**src/rtl/core/qam_pkg.sv**
```systemverilog
`default_nettype none

package qam_pkg;

   // Number of components in one quaternion.
   localparam int NUM_COMP = 4;

   // Component positions within a quaternion array.
   localparam int COMP_X = 0;
   localparam int COMP_Y = 1;
   localparam int COMP_Z = 2;
   localparam int COMP_W = 3;

   // Pipeline depth from an accepted input word to its result word.
   localparam int PIPE_DEPTH = 4;

endpackage

`default_nettype wire

```
**src/rtl/core/qam_sum.sv**
```systemverilog
`default_nettype none

// Stage two: dot product sign and the four raw Hamilton sums, exact.
module qam_sum #(
   parameter int COMP_WIDTH = 16
) (
   input  wire logic                           clock,
   input  wire logic                           reset,
   input  wire logic                           in_valid,
   output logic                                in_ready,
   input  wire logic signed [2*COMP_WIDTH-1:0] prod [qam_pkg::NUM_COMP][qam_pkg::NUM_COMP],
   output logic                                out_valid,
   input  wire logic                           out_ready,
   output logic signed [2*COMP_WIDTH+1:0]      sum [qam_pkg::NUM_COMP],
   output logic                                flip
);
   localparam int SW = 2 * COMP_WIDTH + 2;

   logic                 valid_ff;
   logic                 valid_in;
   logic signed [SW-1:0] sum_ff [qam_pkg::NUM_COMP];
   logic signed [SW-1:0] sum_in [qam_pkg::NUM_COMP];
   logic signed [SW-1:0] dot;
   logic                 flip_ff;

   assign in_ready = !valid_ff || out_ready;
   assign valid_in = in_ready ? in_valid : valid_ff;

   // Sums of four products; the widened width keeps every sum exact.
   always_comb begin
      dot = SW'(prod[qam_pkg::COMP_X][qam_pkg::COMP_X])
          + SW'(prod[qam_pkg::COMP_Y][qam_pkg::COMP_Y])
          + SW'(prod[qam_pkg::COMP_Z][qam_pkg::COMP_Z])
          + SW'(prod[qam_pkg::COMP_W][qam_pkg::COMP_W]);

      sum_in[qam_pkg::COMP_X] = SW'(prod[qam_pkg::COMP_X][qam_pkg::COMP_W])
                              + SW'(prod[qam_pkg::COMP_Y][qam_pkg::COMP_Z])
                              - SW'(prod[qam_pkg::COMP_Z][qam_pkg::COMP_Y])
                              + SW'(prod[qam_pkg::COMP_W][qam_pkg::COMP_X]);

      sum_in[qam_pkg::COMP_Y] = SW'(prod[qam_pkg::COMP_Y][qam_pkg::COMP_W])
                              - SW'(prod[qam_pkg::COMP_X][qam_pkg::COMP_Z])
                              + SW'(prod[qam_pkg::COMP_Z][qam_pkg::COMP_X])
                              + SW'(prod[qam_pkg::COMP_W][qam_pkg::COMP_Y]);

      sum_in[qam_pkg::COMP_Z] = SW'(prod[qam_pkg::COMP_X][qam_pkg::COMP_Y])
                              - SW'(prod[qam_pkg::COMP_Y][qam_pkg::COMP_X])
                              + SW'(prod[qam_pkg::COMP_Z][qam_pkg::COMP_W])
                              + SW'(prod[qam_pkg::COMP_W][qam_pkg::COMP_Z]);

      sum_in[qam_pkg::COMP_W] = SW'(prod[qam_pkg::COMP_W][qam_pkg::COMP_W])
                              - SW'(prod[qam_pkg::COMP_X][qam_pkg::COMP_X])
                              - SW'(prod[qam_pkg::COMP_Y][qam_pkg::COMP_Y])
                              - SW'(prod[qam_pkg::COMP_Z][qam_pkg::COMP_Z]);
   end

   always_ff @(posedge clock) begin
      if (reset) begin
         valid_ff <= 1'b0;
      end else begin
         valid_ff <= valid_in;
      end
   end

   // A negative dot product means q is negated; a zero leaves it alone.
   always_ff @(posedge clock) begin
      if (in_valid && in_ready) begin
         sum_ff  <= sum_in;
         flip_ff <= dot[SW-1];
      end
   end

   assign out_valid = valid_ff;
   assign sum       = sum_ff;
   assign flip      = flip_ff;
endmodule

`default_nettype wire

```
**config.mk**
```make
export PLATFORM = sky130hd
export DESIGN_NAME = qam_sum
export DESIGN_NICKNAME = d
export VERILOG_FILES = /design/src/rtl/core/qam_pkg.sv /design/src/rtl/core/qam_sum.sv
export SDC_FILE = /design/constraint.sdc
export NUM_CORES = 1
export LEC_CHECK = 0
export BUFFER_PORTS_ARGS = -buffer_cell sky130_fd_sc_hd__buf_2
export CORE_AREA = 3 3 251 253
export CTS_CLUSTER_DIAMETER = 150
export DETAILED_ROUTE_END_ITERATION = 8
export DIE_AREA = 0 0 254 256
export PLACE_DENSITY_LB_ADDON = 0.3
export REMOVE_ABC_BUFFERS = 1
export SETUP_SLACK_MARGIN = 0.1
export SYNTH_ARGS = -nofsm -noshare
export SYNTH_HDL_FRONTEND = slang
export SYNTH_SLANG_ARGS = --single-unit
```
**constraint.sdc**
```tcl
create_clock -name clock -period 4.1 [get_ports clock]
set_input_delay 0.41 -clock clock [delete_from_list [all_inputs] [get_ports clock]]
set_output_delay 0.41 -clock clock [all_outputs]
set_load 0.05 [all_outputs]
```
==> report_table.html <==
<table>
<tr><th>Metric</th><th>Value</th></tr>
<tr><th colspan="2">Setup path</th></tr>
<tr><td>Critical Path Max Stage Delay</td><td>0.54 ns</td></tr>
<tr><td>Reg-to-reg critical path startpoint</td><td>out_valid</td></tr>
<tr><td>Cell chain of the critical path</td><td>buf_2 &gt; fa_1 &gt; inv_1 &gt; fa_1 &gt; inv_1 &gt; ha_2 &gt; fa_2 &gt; a21o_1 &gt; a221oi_2 &gt; buf_4 &gt; a21oi_4 &gt; a211o_1 &gt; a41oi_2 &gt; o21ai_2 &gt; or3_1 &gt; a31oi_1 &gt; xnor2_1</td></tr>
<tr><td>Endpoint kind of the worst setup timing path</td><td>register</td></tr>
<tr><td>Reg2Reg Depth</td><td>3</td></tr>
<tr><td>Element type at the critical path start</td><td>input pin</td></tr>
<tr><td>Type of the setup path with the least slack</td><td>in2reg</td></tr>
<tr><td>Slowest cell on the critical path</td><td>fa_1</td></tr>
<tr><td>Worst Path Buf+Inv</td><td>4</td></tr>
<tr><td>Top delay family on crit path</td><td>adder cells</td></tr>
<tr><td>Critical path required time</td><td>4.30 ns</td></tr>
<tr><td>Data arrival, critical path</td><td>4.11 ns</td></tr>
<tr><td>Reg2Reg Setup Slack</td><td>2.21 ns</td></tr>
<tr><td>Worst r2r dst</td><td>sum[134]</td></tr>
<tr><td>Maximum fanout along the worst path</td><td>2</td></tr>
<tr><th colspan="2">Yosys</th></tr>
<tr><td>Syn. warnings</td><td>0</td></tr>
<tr><td>Count of flip-flops with a built-in enable after synthesis</td><td>137</td></tr>
<tr><td>XOR/XNOR Fraction of Synth Area</td><td>0.04860</td></tr>
<tr><td>Number of storage elements in the synthesis netlist</td><td>138</td></tr>
<tr><td>Biggest area consumer among synthesized cells</td><td>fa_1</td></tr>
<tr><td>Leading cell type by number of instances after synthesis</td><td>inv_1</td></tr>
<tr><td>Leading cell types by count after synthesis</td><td>843 x inv_1, 324 x fa_1, 164 x ha_1, 137 x edfxtp_1, 113 x a21oi_1</td></tr>
<tr><td>Largest family of logic cells by synthesized area</td><td>adder cells</td></tr>
<tr><td>Dominant synthesized flop cell</td><td>edfxtp_1</td></tr>
<tr><td>Leading cell types by total area after synthesis</td><td>fa_1 31%, edfxtp_1 20%, inv_1 15%</td></tr>
<tr><td>Seq/Total Area, Yosys</td><td>0.1977</td></tr>
<tr><td>Proportion of synthesized area in mux cells</td><td>0.0009576</td></tr>
<tr><td>Mapped Avg Cell Area</td><td>9.234 um2</td></tr>
<tr><td>Fraction of registers with async set or reset after synthesis</td><td>0</td></tr>
<tr><td>Cell Area, Synth</td><td>0.02091 mm2</td></tr>
<tr><td>Post-synthesis compound-gate area fraction</td><td>0.1217</td></tr>
<tr><td>Syn Inst Count</td><td>2264</td></tr>
<tr><td>Number of library cell types mapped by synthesis</td><td>74</td></tr>
<tr><td>Post-synthesis share of cell area spent on full adders, half adders and majority gates</td><td>0.4084</td></tr>
<tr><td>Area fraction in and, or, nand and nor cells after synthesis</td><td>0.06769</td></tr>
<tr><td>Synth top area share</td><td>0.3103</td></tr>
<tr><th colspan="2">Layout</th></tr>
<tr><td>Final instance area</td><td>0.02686 mm2</td></tr>
<tr><td>Net count, final</td><td>4071</td></tr>
<tr><td>Area used by sequential logic in the layout</td><td>0.004134 mm2</td></tr>
<tr><td>Area taken by multi-input logic gates</td><td>0.01358 mm2</td></tr>
<tr><td>Final-layout fill cell count</td><td>6155</td></tr>
<tr><td>Layout area overhead</td><td>28.46%</td></tr>
<tr><td>Count of non-filler cells in the finished layout</td><td>3875</td></tr>
<tr><td>Share of cells above drive strength 1</td><td>0.2789</td></tr>
<tr><th colspan="2">Routing</th></tr>
<tr><td>Iteration count of the initial detailed-routing pass</td><td>5</td></tr>
<tr><td>Number of DRC violations after detailed routing</td><td>0</td></tr>
<tr><td>Starting DRC count in detailed routing</td><td>631</td></tr>
<tr><td>Post-route ant nets</td><td>0</td></tr>
<tr><td>Wirelength per Cell</td><td>15.16 um</td></tr>
<tr><td>Via density per instance</td><td>4.476</td></tr>
<tr><td>Total routed wirelength</td><td>58750 um</td></tr>
<tr><td>Routed vias</td><td>17340</td></tr>
<tr><th colspan="2">CTS</th></tr>
<tr><td>Library cell used as clock root buffer</td><td>clkbuf_16</td></tr>
<tr><td>Latest clock arrival within the worst-skew pair</td><td>0.44 ns</td></tr>
<tr><td>Worst-path clk slew</td><td>0.06 ns</td></tr>
<tr><td>Number of sinks handled by clock tree synthesis</td><td>138</td></tr>
<tr><td>Bufs on Longest Clock Path</td><td>2</td></tr>
<tr><td>CTS buffer count</td><td>17</td></tr>
<tr><td>TritonCTS clock tree</td><td>done</td></tr>
<tr><td>H-tree levels</td><td>4</td></tr>
<tr><th colspan="2">Worst hold path</th></tr>
<tr><td>Startpoint of the most critical hold path</td><td>reset</td></tr>
<tr><td>Hold Path Cell Cnt</td><td>2</td></tr>
<tr><td>Worst min-delay path category</td><td>in2reg</td></tr>
<tr><td>Min-Delay Endpoint</td><td>out_valid</td></tr>
<tr><th colspan="2">Place</th></tr>
<tr><td>Number of port buffers</td><td>654</td></tr>
<tr><td>RePlAce Congestion</td><td>0.8838</td></tr>
<tr><td>Standard cell area after detailed placement</td><td>0.02617 mm2</td></tr>
<tr><td>DPL Wire Length</td><td>52790 um</td></tr>
<tr><td>Number of placed cells counting well taps</td><td>3832</td></tr>
<tr><th colspan="2">STA</th></tr>
<tr><td>Final setup violation count</td><td>0</td></tr>
<tr><td>Max frequency</td><td>255.4 MHz</td></tr>
<tr><td>Slew margin rel.</td><td>0.5633</td></tr>
<tr><td>Share of the clock period used by the worst path after layout</td><td>0.9550</td></tr>
<tr><td>Skew final</td><td>0.007147 ns</td></tr>
<tr><td>Slew Viols, Final</td><td>0</td></tr>
<tr><td>Min cycle time layout</td><td>3.916 ns</td></tr>
<tr><td>Final-report hold violation count</td><td>0</td></tr>
<tr><td>RSZ-0062 raised after global routing</td><td>true</td></tr>
<tr><td>Transition time at the pin with the least slew margin</td><td>0.6550 ns</td></tr>
<tr><th colspan="2">Power</th></tr>
<tr><td>Total power draw</td><td>14.34 mW</td></tr>
<tr><td>Power per Cell Area</td><td>533.8 mW/mm2</td></tr>
<tr><td>Worst supply voltage drop on vdd</td><td>326.2 uV</td></tr>
<tr><td>Pleak</td><td>15.07 nW</td></tr>
<tr><th colspan="2">Die</th></tr>
<tr><td>Core Rows</td><td>91</td></tr>
<tr><td>Floorplan Core Area</td><td>0.06126 mm2</td></tr>
<tr><td>Die Outline Area</td><td>0.06502 mm2</td></tr>
<tr><td>Starting density of the core</td><td>0.3413</td></tr>
<tr><td>Overall die height</td><td>256 um</td></tr>
<tr><td>Ports</td><td>655</td></tr>
<tr><td>Die W</td><td>254 um</td></tr>
<tr><th colspan="2">Global routing</th></tr>
<tr><td>Initial antenna violation count</td><td>5</td></tr>
<tr><td>Met1 track utilization from global routing</td><td>0.2226</td></tr>
<tr><td>Overall Global Routing Usage</td><td>0.1816</td></tr>
<tr><td>Global-route wire length before repair</td><td>91760 um</td></tr>
<tr><td>Maximum number of pins on one net before global-route repair</td><td>70</td></tr>
<tr><td>Global-route track usage on met2</td><td>0.3257</td></tr>
<tr><td>Met3 usage in global routing</td><td>0.03750</td></tr>
<tr><td>Total congestion overflow</td><td>0</td></tr>
<tr><td>Via count of the first global-routing pass</td><td>17770</td></tr>
<tr><td>Busiest layer in global routing</td><td>met2</td></tr>
<tr><th colspan="2">Run</th></tr>
<tr><td>Max_cap viols</td><td>0</td></tr>
<tr><th colspan="2">Run status</th></tr>
<tr><td>Run status</td><td>finished clean</td></tr>
</table>
layout make-up:
| type | count | area share |
|---|---|---|
| antenna | 5 | 0.0004659 |
| clock buffer | 18 | 0.01598 |
| clock inverter | 14 | 0.005777 |
| inverter | 843 | 0.1178 |
| multi-input combinational | 1266 | 0.5058 |
| sequential | 138 | 0.1539 |
| tap | 790 | 0.03680 |
| timing repair buffer | 801 | 0.1634 |
power by group:
group          internal [mW]  total, mW  switching, mW
registers               2.50       2.65          0.154
clock network          0.946       1.60          0.650
logic                   3.81       10.1           6.29
cell families (layout without fill, tap and decap cells):
logic type / count (synthesis) / count (layout)
buffers and inverters: 860 / 1676
adder cells (fa/ha/maj): 488 / 488
AO/OA/AOI/OAI: 376 / 376
AND/OR/NAND/NOR: 284 / 284
flip-flops: 138 / 138
XOR/XNOR: 116 / 116
multiplexers: 2 / 2
other: 0 / 5
worst register-to-register path, cell delays in order, from the launching register on:
cell	delay, ns
dfxtp_1	0.31
nand2b_1	0.12
and2_4	0.57
buf_12	0.42
worst max path at each step:
stage | from | endpoint | slack (ns) | cells past startpoint
finish | prod[33] | sum[67] | 0.18 | 17
global route | prod[33] | sum[67] | 0.02 | 17
CTS | prod[33] | sum[67] | 0.14 | 17
detailed placement | prod[33] | sum[67] | -0.56 | 17
global placement | prod[33] | sum[67] | -0.56 | 17
floorplan | out_valid | flip | -0.60 | 2
routing by layer:
layer  vias up  share of wire  wire [um]
met4         0          0.018       1057
met5         -              0          0
met3        40          0.058       3381
li1       8549              -          -
met1      8344           0.41      24230
met2       410           0.51      30080
stage by stage:
| stage | util | setup TNS [ns] | hold slack, ns | worst slack [ns] |
|---|---|---|---|---|
| floorplan | - | -82.53 | 0.4791 | -0.6005 |
| global route | 0.4384 | 0 | 0.09988 | 0.02004 |
| CTS | 0.4371 | 0 | 0.07941 | 0.1411 |
| global placement | 0.4272 | -4.891 | 0.5119 | -0.5580 |
| finish | 0.4384 | 0 | 0.1175 | 0.1843 |
| detailed placement | 0.4272 | -5.414 | 0.5306 | -0.5572 |
cell usage in the layout (no fill, tap or decap), types with 6 or more instances in the layout:
master	count
inv_1	843
buf_2	654
and3_1	17
a21oi_1	111
nor2_1	75
nand3_1	22
nand2b_1	17
xor2_1	31
xnor2_1	85
fa_1	323
o211ai_1	9
o21a_1	17
nor3_1	19
edfxtp_1	137
clkbuf_16	17
o21bai_1	12
buf_4	146
a311oi_1	6
o21ai_0	58
nand4_1	21
nor2b_1	19
a21o_1	70
ha_1	162
nand2_1	62
a31oi_1	13
a211oi_1	14
registers in the layout, summed over array words and instances (netlist names):
name       cells
flip           1
out_valid      1
sum          136
repair_timing:
action,in CTS,in global routing
hold buffers,0,0
endpoints found under the setup margin,3,9
gates resized for setup,5,9
endpoints found under the hold margin,0,0
buffers inserted,1,5
pin swaps,7,8
No activity file was read; power rests on OpenSTA's default activity.
