===== config.mk =====
export PLATFORM = sky130hd
export DESIGN_NAME = qam_round
export DESIGN_NICKNAME = d
export VERILOG_FILES = /design/src/rtl/core/qam_pkg.sv /design/src/rtl/core/qam_round.sv
export SDC_FILE = /design/constraint.sdc
export NUM_CORES = 1
export LEC_CHECK = 0
export BUFFER_PORTS_ARGS = -buffer_cell sky130_fd_sc_hd__buf_4
export CORE_MARGIN = 8
export CORE_UTILIZATION = 50
export DETAILED_ROUTE_END_ITERATION = 16
export PLACE_DENSITY = 0.77
export SETUP_SLACK_MARGIN = 0.4
export SLEW_MARGIN = 20
export SYNTH_ARGS = -nofsm -noshare
export SYNTH_HDL_FRONTEND = slang
export SYNTH_SLANG_ARGS = --single-unit

===== constraint.sdc =====
create_clock -name clock -period 3.88 [get_ports clock]
set_input_delay 0.194 -clock clock [delete_from_list [all_inputs] [get_ports clock]]
set_output_delay 0.194 -clock clock [all_outputs]
set_load 0.05 [all_outputs]

===== src/rtl/core/qam_pkg.sv =====
`default_nettype none

package qam_pkg;

   // Number of components in one quaternion.
   localparam int NUM_COMP = 4;

   // Component positions within a quaternion array.
   localparam int COMP_X = 0;
   localparam int COMP_Y = 1;
   localparam int COMP_Z = 2;
   localparam int COMP_W = 3;

   // Pipeline depth from an accepted input word to its result word.
   localparam int PIPE_DEPTH = 4;

endpackage

`default_nettype wire


===== src/rtl/core/qam_round.sv =====
`default_nettype none

// Stages three and four: sign alignment and half-up rounding, then the
// fraction shift and saturation into the output register.
module qam_round #(
   parameter int COMP_WIDTH = 16,
   parameter int FRAC_BITS  = 14
) (
   input  wire logic                           clock,
   input  wire logic                           reset,
   input  wire logic                           in_valid,
   output logic                                in_ready,
   input  wire logic signed [2*COMP_WIDTH+1:0] sum [qam_pkg::NUM_COMP],
   input  wire logic                           flip,
   output logic                                out_valid,
   input  wire logic                           out_ready,
   output logic signed [COMP_WIDTH-1:0]        r [qam_pkg::NUM_COMP],
   output logic                                q_flipped,
   output logic                                saturated
);
   localparam int SW = 2 * COMP_WIDTH + 2;
   localparam int RW = (2 * COMP_WIDTH + 3 > FRAC_BITS + 2) ?
                       2 * COMP_WIDTH + 3 : FRAC_BITS + 2;

   localparam logic signed [RW-1:0] HALF =
      {{(RW-1){1'b0}}, 1'b1} << (FRAC_BITS - 1);
   localparam logic signed [RW-1:0] MAX_POS =
      {{(RW-COMP_WIDTH+1){1'b0}}, {(COMP_WIDTH-1){1'b1}}};
   localparam logic signed [RW-1:0] MIN_NEG =
      {{(RW-COMP_WIDTH+1){1'b1}}, {(COMP_WIDTH-1){1'b0}}};

   logic                         rnd_valid_ff;
   logic                         rnd_valid_in;
   logic                         rnd_ready;
   logic signed [RW-1:0]         rnd_ff [qam_pkg::NUM_COMP];
   logic signed [RW-1:0]         rnd_in [qam_pkg::NUM_COMP];
   logic                         flip_ff;

   logic                         out_valid_ff;
   logic                         out_valid_in;
   logic signed [RW-1:0]         shifted [qam_pkg::NUM_COMP];
   logic signed [COMP_WIDTH-1:0] r_ff [qam_pkg::NUM_COMP];
   logic signed [COMP_WIDTH-1:0] r_in [qam_pkg::NUM_COMP];
   logic [qam_pkg::NUM_COMP-1:0] clip;
   logic                         q_flipped_ff;
   logic                         saturated_ff;

   // Handshake of the two register stages.
   assign rnd_ready    = !out_valid_ff || out_ready;
   assign in_ready     = !rnd_valid_ff || rnd_ready;
   assign rnd_valid_in = in_ready ? in_valid : rnd_valid_ff;
   assign out_valid_in = rnd_ready ? rnd_valid_ff : out_valid_ff;

   // Negate the exact sum when q was flipped, then add half an LSB.
   always_comb begin
      logic signed [RW-1:0] ext;
      for (int i = 0; i < qam_pkg::NUM_COMP; i++) begin
         ext       = {{(RW-SW){sum[i][SW-1]}}, sum[i]};
         rnd_in[i] = (flip ? -ext : ext) + HALF;
      end
   end

   // Drop the fraction bits and clip to the component range.
   always_comb begin
      for (int i = 0; i < qam_pkg::NUM_COMP; i++) begin
         shifted[i] = rnd_ff[i] >>> FRAC_BITS;
         if (shifted[i] > MAX_POS) begin
            r_in[i] = MAX_POS[COMP_WIDTH-1:0];
            clip[i] = 1'b1;
         end else if (shifted[i] < MIN_NEG) begin
            r_in[i] = MIN_NEG[COMP_WIDTH-1:0];
            clip[i] = 1'b1;
         end else begin
            r_in[i] = shifted[i][COMP_WIDTH-1:0];
            clip[i] = 1'b0;
         end
      end
   end

   always_ff @(posedge clock) begin
      if (reset) begin
         rnd_valid_ff <= 1'b0;
         out_valid_ff <= 1'b0;
      end else begin
         rnd_valid_ff <= rnd_valid_in;
         out_valid_ff <= out_valid_in;
      end
   end

   always_ff @(posedge clock) begin
      if (in_valid && in_ready) begin
         rnd_ff  <= rnd_in;
         flip_ff <= flip;
      end
   end

   always_ff @(posedge clock) begin
      if (rnd_valid_ff && rnd_ready) begin
         r_ff         <= r_in;
         q_flipped_ff <= flip_ff;
         saturated_ff <= |clip;
      end
   end

   assign out_valid = out_valid_ff;
   assign r         = r_ff;
   assign q_flipped = q_flipped_ff;
   assign saturated = saturated_ff;
endmodule

`default_nettype wire


==> results of run 1 <==
## Yosys cell counts (7+ instances only)
library cell,count
a21o_1,48
a21oi_1,36
and3_1,7
and4_1,11
buf_1,7
buf_2,7
clkbuf_1,45
edfxtp_1,151
inv_1,21
nand2_1,96
nand2b_1,10
nand3_1,33
nand4_1,26
nor2_1,67
nor3_1,30
nor4_1,19
o21ai_0,33
o21ai_1,8
o22ai_1,12
o31ai_1,7
or3_1,14
or4_1,9
xnor2_1,75
xor2_1,44
## stage by stage
stage | std cells | hold WS, ns | total power, mW | worst slack (ns) | instance area, µm²
after floorplan | 975 | 0.266 | 2.59 | 0.408 | 9860
after global placement | 1409 | 0.362 | 2.89 | 0.559 | 11700
after detailed placement | 1409 | 0.367 | 2.91 | 0.329 | 11700
after CTS | 1443 | 0.0864 | 4.76 | 0.763 | 12400
after global routing | 1443 | 0.0931 | 4.90 | 0.484 | 12400
final | 1443 | 0.0978 | 4.74 | 0.712 | 12400
## power breakdown
group	internal (mW)	switching, mW
combinational	0.346	0.513
sequential	1.98	0.0387
clock	1.21	0.654
total	3.54	1.21
## worst max-delay path: cells and delay by family
family	cells	cell delay, ns
simple gates	6	1.24
buf+inv	2	0.30
xor+xnor	2	0.31
fa+ha+maj	1	0.24
compound gates	4	1.05
## registers in the layout (all words and copies together), names as in the netlist
register	flops
flip_ff	1
out_valid	1
q_flipped	1
r	64
rnd_ff	84
rnd_valid_ff	1
saturated	1
## kinds of logic after synthesis
kind of cell	Yosys count	synth area share
compound gates	227	0.168
xor+xnor	119	0.106
fa+ha+maj	6	0.00711
buf+inv	82	0.0325
flops	153	0.464
mux	7	0.00749
simple gates	381	0.215
## worst min path at each step
| stage | start | endpoint | slack, ns | cells past startpoint |
|---|---|---|---|---|
| after CTS | sum[60] | rnd_ff[61]$_DFFE_PP_ | 0.09 | 2 |
| after global routing | sum[135] | rnd_ff[138]$_DFFE_PP_ | 0.09 | 2 |
| final | sum[135] | rnd_ff[138]$_DFFE_PP_ | 0.1 | 2 |
| after global placement | reset | out_valid$_SDFFE_PP0P_ | 0.36 | 2 |
| after detailed placement | reset | rnd_valid_ff$_SDFFE_PP0N_ | 0.37 | 2 |
| after floorplan | reset | out_valid$_SDFFE_PP0P_ | 0.27 | 1 |
## metal layers
| layer | up-vias | GRT usage |
|---|---|---|
| li1 | 4048 | - |
| met1 | 3961 | 0.236 |
| met2 | 307 | 0.354 |
| met3 | 31 | 0.0427 |
| met4 | 0 | 0.0732 |
| met5 | - | 0 |
## cell type report
cell class | instances | area (µm²) | area share
multi-input cells | 740 | 4960 | 0.401
flip-flops and latches | 153 | 4570 | 0.370
repair buffers | 231 | 1750 | 0.142
clock buffers | 20 | 437 | 0.0353
well taps | 265 | 332 | 0.0268
clock inverters | 12 | 225 | 0.0182
inverters | 22 | 82.6 | 0.00668
==> summary.md, run 1 <==
| Metric | Value |
|---|---|
| Setup TNS | `0 ns` |
| Setup Viol. Count Final | `0` |
| CTS root buffer | `clkbuf_16` |
| IO buf count | `208` |
| Most used DFF post-synth | `edfxtp_1` |
| Layout cells sized above 1 | `0.258` |
| Leading cell type in the layout, fill and taps excluded | `buf_4` |
| Num CTS Buffers | `17` |
| Largest net degree at the start of global routing | `67` |
| Post-cts resize count | `0` |
| Initial drt markers | `642` |
| EDFF count, synth | `151` |
| GP Congestion | `0.907` |
| Crit path to | `rnd_ff[64]$_DFFE_PP_` |
| Power Dens Cells | `383 nW/µm²` |
| Worst R2R Setup Slack | `1.65 ns` |
| DR pass1 iterations | `5` |
| Die X | `156 µm` |
| Worst-margin pin slew | `0.896 ns` |
| Final Max Tran Viols | `0` |
| CP Capture Type | `flop` |
| Crit-path max cell delay | `0.34 ns` |
| Clk buf depth | `2` |
| Clk slew on worst S/H paths | `0.06 ns` |
| Diode count | `0` |
| Die area | `24400 µm²` |
| Cells after synthesis | `975` |
| Max IR drop VDD | `0.292 mV` |
| Hold buffers post-CTS | `2` |
| Syn_nets | `1120` |
| Mean post-synth cell area | `10.1 µm²` |
| Leading area contributor after synthesis | `edfxtp_1` |
| Metal3 WL | `1680 µm` |
| Latest clock arrival within the worst-skew pair | `0.42 ns` |
| CTS H-tree depth | `4` |
| Total setup buffers inserted after CTS | `0` |
| Unrepaired setup endpoints after global routing | `no` |
| Row count | `51` |
| Synth Register Bits | `153` |
| Met2 wire length | `12500 µm` |
| Chip Height | `156 µm` |
| Top cells by area, synth | `edfxtp_1, xnor2_1, xor2_1` |
| Yosys cell types | `93` |
| DP Wirelength | `18500 µm` |
| Most used cell, CP | `buf_4` |
| Slew margin rel. | `0.403` |
| Layout filler cell count | `1617` |
| CP max FO | `7` |
| Core Util, Final | `0.638` |
| DRC errors left | `0` |
| Met1 Wirelength | `10400 µm` |
| Setup crit start kind | `input pin` |
| DR vias/cell | `5.78` |
| Leakage power | `4.69 nW` |
| Total GRT Usage | `0.201` |
| GRT overflow | `0` |
| Mapped Area | `9850 µm²` |
| Synth warnings | `0` |
| Area fraction of the dominant cell type after synthesis | `0.460` |
| Fmax | `316 MHz` |
| Commonest non-fill, non-tap cells in the layout | `buf_4, edfxtp_1, nand2_1` |
| R2R depth | `5` |
| Uppermost layer routed | `met4` |
| Crit path cell chain | `buf_4 -> nor4_1 -> buf_4 -> and4_1 -> a21oi_1 -> xnor2_1 -> ha_1 -> nand2_1 -> nor3b_1 -> nand4_1 -> a32oi_2 -> o211a_1 -> nand3_1 -> a211o_1 -> xor2_1` |
| Final critical path time including I/O delays and setup | `3.17 ns` |
| CTS tree | `yes` |
| Final hold violation count | `0` |
| MaxCap Viol Count | `0` |
| Starting Density | `0.508` |
| First-pass GRT wire length | `40000 µm` |
| Nets | `1310` |
| Origin of the worst setup path | `sum[46]` |
| Post-Route WL | `25100 µm` |
| Clock sink count | `153` |
| Vias post-DR | `8347` |
| Seq/Total Area, Yosys | `0.464` |
| Reg2reg start | `rnd_ff[103]$_DFFE_PP_` |
| WP data arrival | `3.33 ns` |
| I/O pins | `209` |
| Clock Skews | `0.0140 ns` |
| Worst Hold Class | `input pin to flop` |
| ANT nets after route | `0` |
| Status | `complete, no violations` |
| Crit-path slowest cell | `and4_1` |
| Layout area overhead | `25.6%` |
| Core area | `19400 µm²` |
| Tcrit/Tclk final | `0.816` |
| Drt wl/cell | `17.4 µm` |
| Initial antenna violation count | `0` |
| Vias in the first global route | `8317` |
| WS Path Type | `input pin to flop` |
| CP required | `4.05 ns` |
| FFs w/ async S/R, synth | `0` |
| Capturing point of the worst reg2reg path | `saturated$_DFFE_PP_` |
Power figures use the tool's default switching activity.
==> run 2, diff against run 1 <==
--- a/config.mk
+++ b/config.mk
@@ -5,11 +5,12 @@
 export SDC_FILE = /design/constraint.sdc
 export NUM_CORES = 1
 export LEC_CHECK = 0
+export ABC_AREA = 1
 export BUFFER_PORTS_ARGS = -buffer_cell sky130_fd_sc_hd__buf_4
 export CORE_MARGIN = 8
-export CORE_UTILIZATION = 50
+export CORE_UTILIZATION = 52
 export DETAILED_ROUTE_END_ITERATION = 16
-export PLACE_DENSITY = 0.77
+export PLACE_DENSITY = 0.78
 export SETUP_SLACK_MARGIN = 0.4
 export SLEW_MARGIN = 20
 export SYNTH_ARGS = -nofsm -noshare
==> constraint.sdc (replaced) <==
create_clock -name clock -period 2.8 [get_ports clock]
set_input_delay 0.14 -clock clock [delete_from_list [all_inputs] [get_ports clock]]
set_output_delay 0.14 -clock clock [all_outputs]
set_load 0.05 [all_outputs]
==> run 2 against run 1 <==
Synthesized cell count grew 64%; largest cell class unchanged; critical path depth shrank 10; count of clock-buffer cells in the layout shrank 2; hold slack lost 0.073 ns; register-to-register slack lost 0.69 ns; via count grew 31%; clock skew shrank 0.0041 ns; final cell count grew 46%.
==> summary.md, run 2 <==
| Metric | Value |
|---|---|
| Sequential Area | `4580 µm²` |
| Fraction of synthesized area in multiplexers | `0` |
| Synth top cells by count | `nand2_1, nor2_1, inv_1, edfxtp_1, nand3_1` |
| WS Path Type | `flop to flop` |
| Max FFs per register | `84` |
| Max IR drop VDD | `0.330 mV` |
| Setup Viol. Count Final | `0` |
| Slew margin rel. | `0.635` |
| Combinational family with the most area after synthesis | `simple AND/OR/NAND/NOR gates` |
| Drt wl/cell | `15.3 µm` |
| Mean post-synth cell area | `7.26 µm²` |
| Hold_ws | `0.0244 ns` |
| Initial antenna violation count | `0` |
| Leading area contributor after synthesis | `edfxtp_1` |
| Tcrit/Tclk final | `0.656` |
| Layout Cells excl Fill | `2103` |
| DRC errors left | `0` |
| Total setup buffers inserted after CTS | `0` |
| DR vias/cell | `5.18` |
| Comb power frac | `0.225` |
| Footprint of the multi-input gates | `6270 µm²` |
| Pwr Total | `6.36 mW` |
| Leakage power | `6.38 nW` |
| Post-Route WL | `32100 µm` |
| Reg2reg start | `rnd_ff[136]$_DFFE_PP_` |
| Post-synthesis xor/xnor area fraction | `0.0437` |
| Clock Skews | `0.00996 ns` |
| Fmax | `544 MHz` |
| CP Capture Type | `flop` |
| Layout filler cell count | `1973` |
| FFs w/ async S/R, synth | `0` |
| Vias in the first global route | `10452` |
| Int Power | `4.42 mW` |
| CTS root buffer | `clkbuf_16` |
| Layout area overhead | `21.3%` |
| Die area | `27300 µm²` |
| Chip Height | `165 µm` |
| GRT overflow | `0` |
| Num CTS Buffers | `17` |
| Power Dens Cells | `452 nW/µm²` |
| Largest Register | `rnd_ff` |
| Setup crit start kind | `flop` |
| CTS H-tree depth | `4` |
| Clk buf depth | `2` |
| Die X | `165 µm` |
| Seq/Total Area, Yosys | `0.394` |
| Clock share of power | `0.338` |
| IO buf count | `208` |
| Sw Share | `0.304` |
| DR pass1 iterations | `7` |
| Final hold violation count | `0` |
| Diode count | `0` |
| MaxCap Viol Count | `0` |
| WP data arrival | `2.02 ns` |
| Worst Hold Class | `input pin to flop` |
| Layout cells sized above 1 | `0.235` |
| Cells after synthesis | `1597` |
| Worst-margin pin slew | `0.548 ns` |
| CP required | `2.98 ns` |
| Final critical path time including I/O delays and setup | `1.84 ns` |
| Origin of the worst setup path | `rnd_ff[136]$_DFFE_PP_` |
| Status | `complete, no violations` |
| I/O pins | `209` |
| GP Congestion | `0.961` |
| Leading cell type in the layout, fill and taps excluded | `nand2_1` |
| Yosys cell types | `48` |
| Total GRT Usage | `0.236` |
| Synth Register Bits | `153` |
| Row count | `54` |
| CP max FO | `16` |
| Nets | `1955` |
| Top cells by area, synth | `edfxtp_1, nand2_1, nor2_1` |
| Unrepaired setup endpoints after global routing | `no` |
| Starting Density | `0.530` |
| Sequential share of power | `0.437` |
| CTS tree | `yes` |
| Latest clock arrival within the worst-skew pair | `0.43 ns` |
| Simple-gate share of the synthesized area | `0.464` |
| Cell with the most instances after synthesis | `nand2_1` |
| Most used DFF post-synth | `edfxtp_1` |
| DP Wirelength | `26400 µm` |
| Mapped Area | `11600 µm²` |
| Syn_nets | `1742` |
| Initial drt markers | `584` |
| Fin worst setup slack | `0.963 ns` |
| Vias post-DR | `10893` |
| First-pass GRT wire length | `51300 µm` |
| HP Start | `in_valid` |
| Core area | `21900 µm²` |
| Area fraction of the dominant cell type after synthesis | `0.391` |
| Largest net degree at the start of global routing | `86` |
| Clk slew on worst S/H paths | `0.06 ns` |
| Sw Pwr | `1.93 mW` |
| ANT nets after route | `0` |
| Post-synthesis adder-cell area fraction | `0.00431` |
| Synth warnings | `0` |
| EDFF count, synth | `151` |
| Pre-CTS WS | `0.570 ns` |
| Clock sink count | `153` |
| Setup TNS | `0 ns` |
| Post-synthesis compound-gate area fraction | `0.0252` |
| Commonest non-fill, non-tap cells in the layout | `nand2_1, nor2_1, buf_4` |
| Placed Cells | `2070` |
| Final Max Tran Viols | `0` |
-- run 2: cell types whose count changed after synthesis, sizes merged, moves of 13 or more --
cell,change
nor3,-19
xnor2,-57
inv,+140
nor4,-25
a21o,-48
nand4,+19
nand3,+89
o21ai,-13
clkbuf,-34
a21oi,-26
nor2,+226
nand3b,+22
nand2,+545
or3,-15
-- run 2: cells by family after synthesis --
group	after synthesis
buffers and inverters	188
XOR/XNOR	57
AO/OA/AOI/OAI	49
AND/OR/NAND/NOR	1146
adder cells (fa/ha/maj)	4
flip-flops	153
-- run 2: what timing repair did --
item / in CTS / in global routing
resized for setup: 0 / 0
hold buffers: 1 / 0
endpoints found under the hold margin: 2 / 0
-- run 2: cell type report --
cell class              instances  share of cell area
clock buffers                  18              0.0305
clock inverters                14             0.00898
inverters                     161              0.0432
multi-input cells            1256               0.446
flip-flops and latches        153               0.325
well taps                     280              0.0249
repair buffers                221               0.121
-- run 2: critical path, cell delays in order, from the launching register on --
cell	delay [ns]
edfxtp_1	0.40
or4_1	0.51
o21ai_1	0.14
buf_4	0.22
nand4_1	0.09
or2_1	0.23
-- run 2: power by group through the flow --
stage / clock network [mW] / logic, mW / registers (mW)
final: 2.15 / 1.43 / 2.78
after global routing: 2.26 / 1.57 / 2.79
after CTS: 2.18 / 1.43 / 2.78
after detailed placement: 0 / 1.42 / 2.82
after global placement: 0 / 1.40 / 2.82
after floorplan: 0 / 0.739 / 2.99
-- run 2: worst paths after layout --
kind | depth (start not counted) | endpoint | slack [ns]
min | 3 | rnd_valid_ff$_SDFFE_PP0N_ | 0.02
min reg2reg | 0 | q_flipped$_DFFE_PP_ | 0.43
max reg2reg | 5 | saturated$_DFFE_PP_ | 0.96
max | 5 | saturated$_DFFE_PP_ | 0.96
-- run 2: routing by layer --
metal | global-route usage | wire, µm
met3 | 0.0530 | 2260
met4 | 0.0852 | 791
met5 | 0 | 0
met1 | 0.270 | 13000
met2 | 0.424 | 16000
-- run 2: stage by stage --
stage | area (µm²) | utilization
detailed placement | 13500 | 0.617
floorplan | 11600 | -
global placement | 13500 | 0.617
CTS | 14100 | 0.643
finish | 14100 | 0.643
global route | 14100 | 0.643
==> run 3, diff against run 2 <==
--- a/config.mk
+++ b/config.mk
@@ -8,9 +8,9 @@
 export ABC_AREA = 1
 export BUFFER_PORTS_ARGS = -buffer_cell sky130_fd_sc_hd__buf_4
 export CORE_MARGIN = 8
-export CORE_UTILIZATION = 52
+export CORE_UTILIZATION = 55
 export DETAILED_ROUTE_END_ITERATION = 16
-export PLACE_DENSITY = 0.78
+export PLACE_DENSITY = 0.79
 export SETUP_SLACK_MARGIN = 0.4
 export SLEW_MARGIN = 20
 export SYNTH_ARGS = -nofsm -noshare
==> constraint.sdc (replaced) <==
create_clock -name clock -period 1.9 [get_ports clock]
set_input_delay 0.095 -clock clock [delete_from_list [all_inputs] [get_ports clock]]
set_output_delay 0.095 -clock clock [all_outputs]
set_load 0.05 [all_outputs]
==> run 3 against run 2 <==
Final cell count is 9.8% higher; flip-flop and latch count stayed put; combinational power is 110% higher; largest power group unchanged.
==> summary.md, run 3 (synthesis gave the netlist of run 2 again) <==
| Metric | Value |
|---|---|
| First-pass GRT wire length | `58100 µm` |
| DR vias/cell | `5.64` |
| Clk buf depth | `2` |
| WP data arrival | `2.01 ns` |
| Fmax | `542 MHz` |
| Largest net degree at the start of global routing | `86` |
| CTS H-tree depth | `4` |
| Reg2reg start | `rnd_ff[135]$_DFFE_PP_` |
| Latest clock arrival within the worst-skew pair | `0.43 ns` |
| CP required | `2.07 ns` |
| HP Start | `out_ready` |
| Vias post-DR | `13013` |
| Die X | `161 µm` |
| Core area | `20900 µm²` |
| Clock sink count | `153` |
| Die area | `26000 µm²` |
| WS Path Type | `flop to flop` |
| Crit-path max cell delay | `0.56 ns` |
| Max FFs per register | `84` |
| CTS root buffer | `clkbuf_16` |
| DP Wirelength | `28600 µm` |
| Placed Cells | `2196` |
| Leading cell type in the layout, fill and taps excluded | `nand2_1` |
| DR pass1 iterations | `5` |
| Power Dens Cells | `608 nW/µm²` |
| Nets | `2163` |
| Largest Register | `rnd_ff` |
| Origin of the worst setup path | `rnd_ff[135]$_DFFE_PP_` |
| Crit-path slowest cell | `or4_4` |
| MaxCap Viol Count | `0` |
| CP Capture Type | `flop` |
| GP Congestion | `0.923` |
| Pre-CTS WS | `-0.237 ns` |
| Layout Cells excl Fill | `2309` |
| Clk slew on worst S/H paths | `0.07 ns` |
| Status | `complete, no violations` |
| Initial antenna violation count | `6` |
| Capturing point of the worst reg2reg path | `saturated$_DFFE_PP_` |
| Crit path cell chain | `or4_4 -> o21ai_4 -> nand4_1 -> or2_1` |
| Slew margin rel. | `0.678` |
| Worst-margin pin slew | `0.484 ns` |
| Row count | `53` |
| Chip Height | `161 µm` |
| Final Max Tran Viols | `0` |
| R2R depth | `4` |
| Commonest non-fill, non-tap cells in the layout | `nand2_1, buf_4, nand2_2` |
| Post-Route WL | `43800 µm` |
| Starting Density | `0.555` |
| Tcrit/Tclk final | `0.970` |
| DRC errors left | `0` |
| Num CTS Buffers | `17` |
| IO buf count | `208` |
| Worst R2R Setup Slack | `0.06 ns` |
| Final hold violation count | `0` |
| GRT overflow | `0` |
| Fin worst setup slack | `0.0563 ns` |
| Clock Skews | `0.0129 ns` |
| Max IR drop VDD | `0.576 mV` |
| Initial drt markers | `962` |
| CTS tree | `yes` |
| Layout cells sized above 1 | `0.462` |
| CP Buf/Inv Count | `0` |
| Vias in the first global route | `11945` |
| Placement Cell Area | `15000 µm²` |
| Destination of the worst hold path | `out_valid$_SDFFE_PP0P_` |
| CP max FO | `2` |
| Leakage power | `7.79 nW` |
| Layout area overhead | `51.5%` |
| Fin area | `17600 µm²` |
| Final critical path time including I/O delays and setup | `1.84 ns` |
| Setup crit start kind | `flop` |
| Delay-heaviest family, CP | `simple AND/OR/NAND/NOR gates` |
| Worst Hold Class | `input pin to flop` |
| Drt wl/cell | `19.0 µm` |
| Total GRT Usage | `0.277` |
| Hold_ws | `0.0466 ns` |
| I/O pins | `209` |
| Hold path cells | `4` |
| Unrepaired setup endpoints after global routing | `yes` |
| ANT nets after route | `0` |
| Setup Viol. Count Final | `0` |
## run 3: changes by cell type in the layout (fill, tap and decap cells not counted), moves of 8 or more
cell     before  now
nand2_2      60  162
nand3_1     106   84
nor2_2       42   76
nand3_4       6   15
o21ai_0      17    9
nand2_4      15   47
nor2_1      228  127
buf_6         0   39
nor2_4       22   89
inv_2         5   20
buf_4       217  367
nand3_2      11   24
nand2_1     566  430
inv_1       155  137
## run 3: layer usage
layer	global-route usage	up-vias	wire length, µm
met5	0	-	38
met4	0.131	6	2430
met3	0.0557	198	3430
met2	0.506	730	22700
met1	0.302	6091	15200
li1	-	5988	-
## run 3: report_power, final
group / total, mW / switching, mW / internal, mW
Combinational: 3.03 / 1.85 / 1.18
Clock: 3.53 / 1.47 / 2.07
Sequential: 4.11 / 0.0996 / 4.01
Total: 10.7 / 3.42 / 7.26
## run 3: tightest hold or removal path, stage by stage
cell,delay [ns]
buf_4,0.08
inv_1,0.10
nand2_1,0.10
a21oi_1,0.07
## run 3: repair_timing
action                                  in CTS  in global routing
endpoints found under the setup margin      63                 89
gates cloned                                 1                  4
hold endpoints to repair                     2                  0
hold buffers                                 2                  0
buffers inserted                            21                 50
gates resized for setup                     69                304
pin swaps                                   45                190
## run 3: metrics by stage
| step | util | power [mW] | TNS [ns] |
|---|---|---|---|
| 2_1_floorplan | - | 5.60 | -49.97 |
| 3_3_place_gp | 0.717 | 6.51 | -1.76 |
| 3_5_place_dp | 0.717 | 6.59 | -3.56 |
| 4_1_cts | 0.769 | 10.2 | 0 |
| 5_1_grt | 0.841 | 11.0 | 0 |
| 6_report | 0.841 | 10.7 | 0 |
## run 3: how the worst max path moves through the flow
| stage | endpoint | slack (ns) | depth (start not counted) |
|---|---|---|---|
| floorplan | flip_ff$_DFFE_PP_ | -0.53 | 3 |
| global placement | rnd_ff[138]$_DFFE_PP_ | -0.18 | 14 |
| detailed placement | rnd_ff[24]$_DFFE_PP_ | -0.24 | 13 |
| CTS | saturated$_DFFE_PP_ | 0.06 | 4 |
| global route | saturated$_DFFE_PP_ | 0.03 | 4 |
| finish | saturated$_DFFE_PP_ | 0.06 | 4 |
## run 3: layout make-up
type,count,area [µm²]
clock buffers,17,425
fillers,1224,3310
well taps,275,344
diodes,3,7.51
repair buffers,428,3600
multi-input cells,1257,7830
flip-flops and latches,153,4580
inverters,161,617
clock inverters,15,173
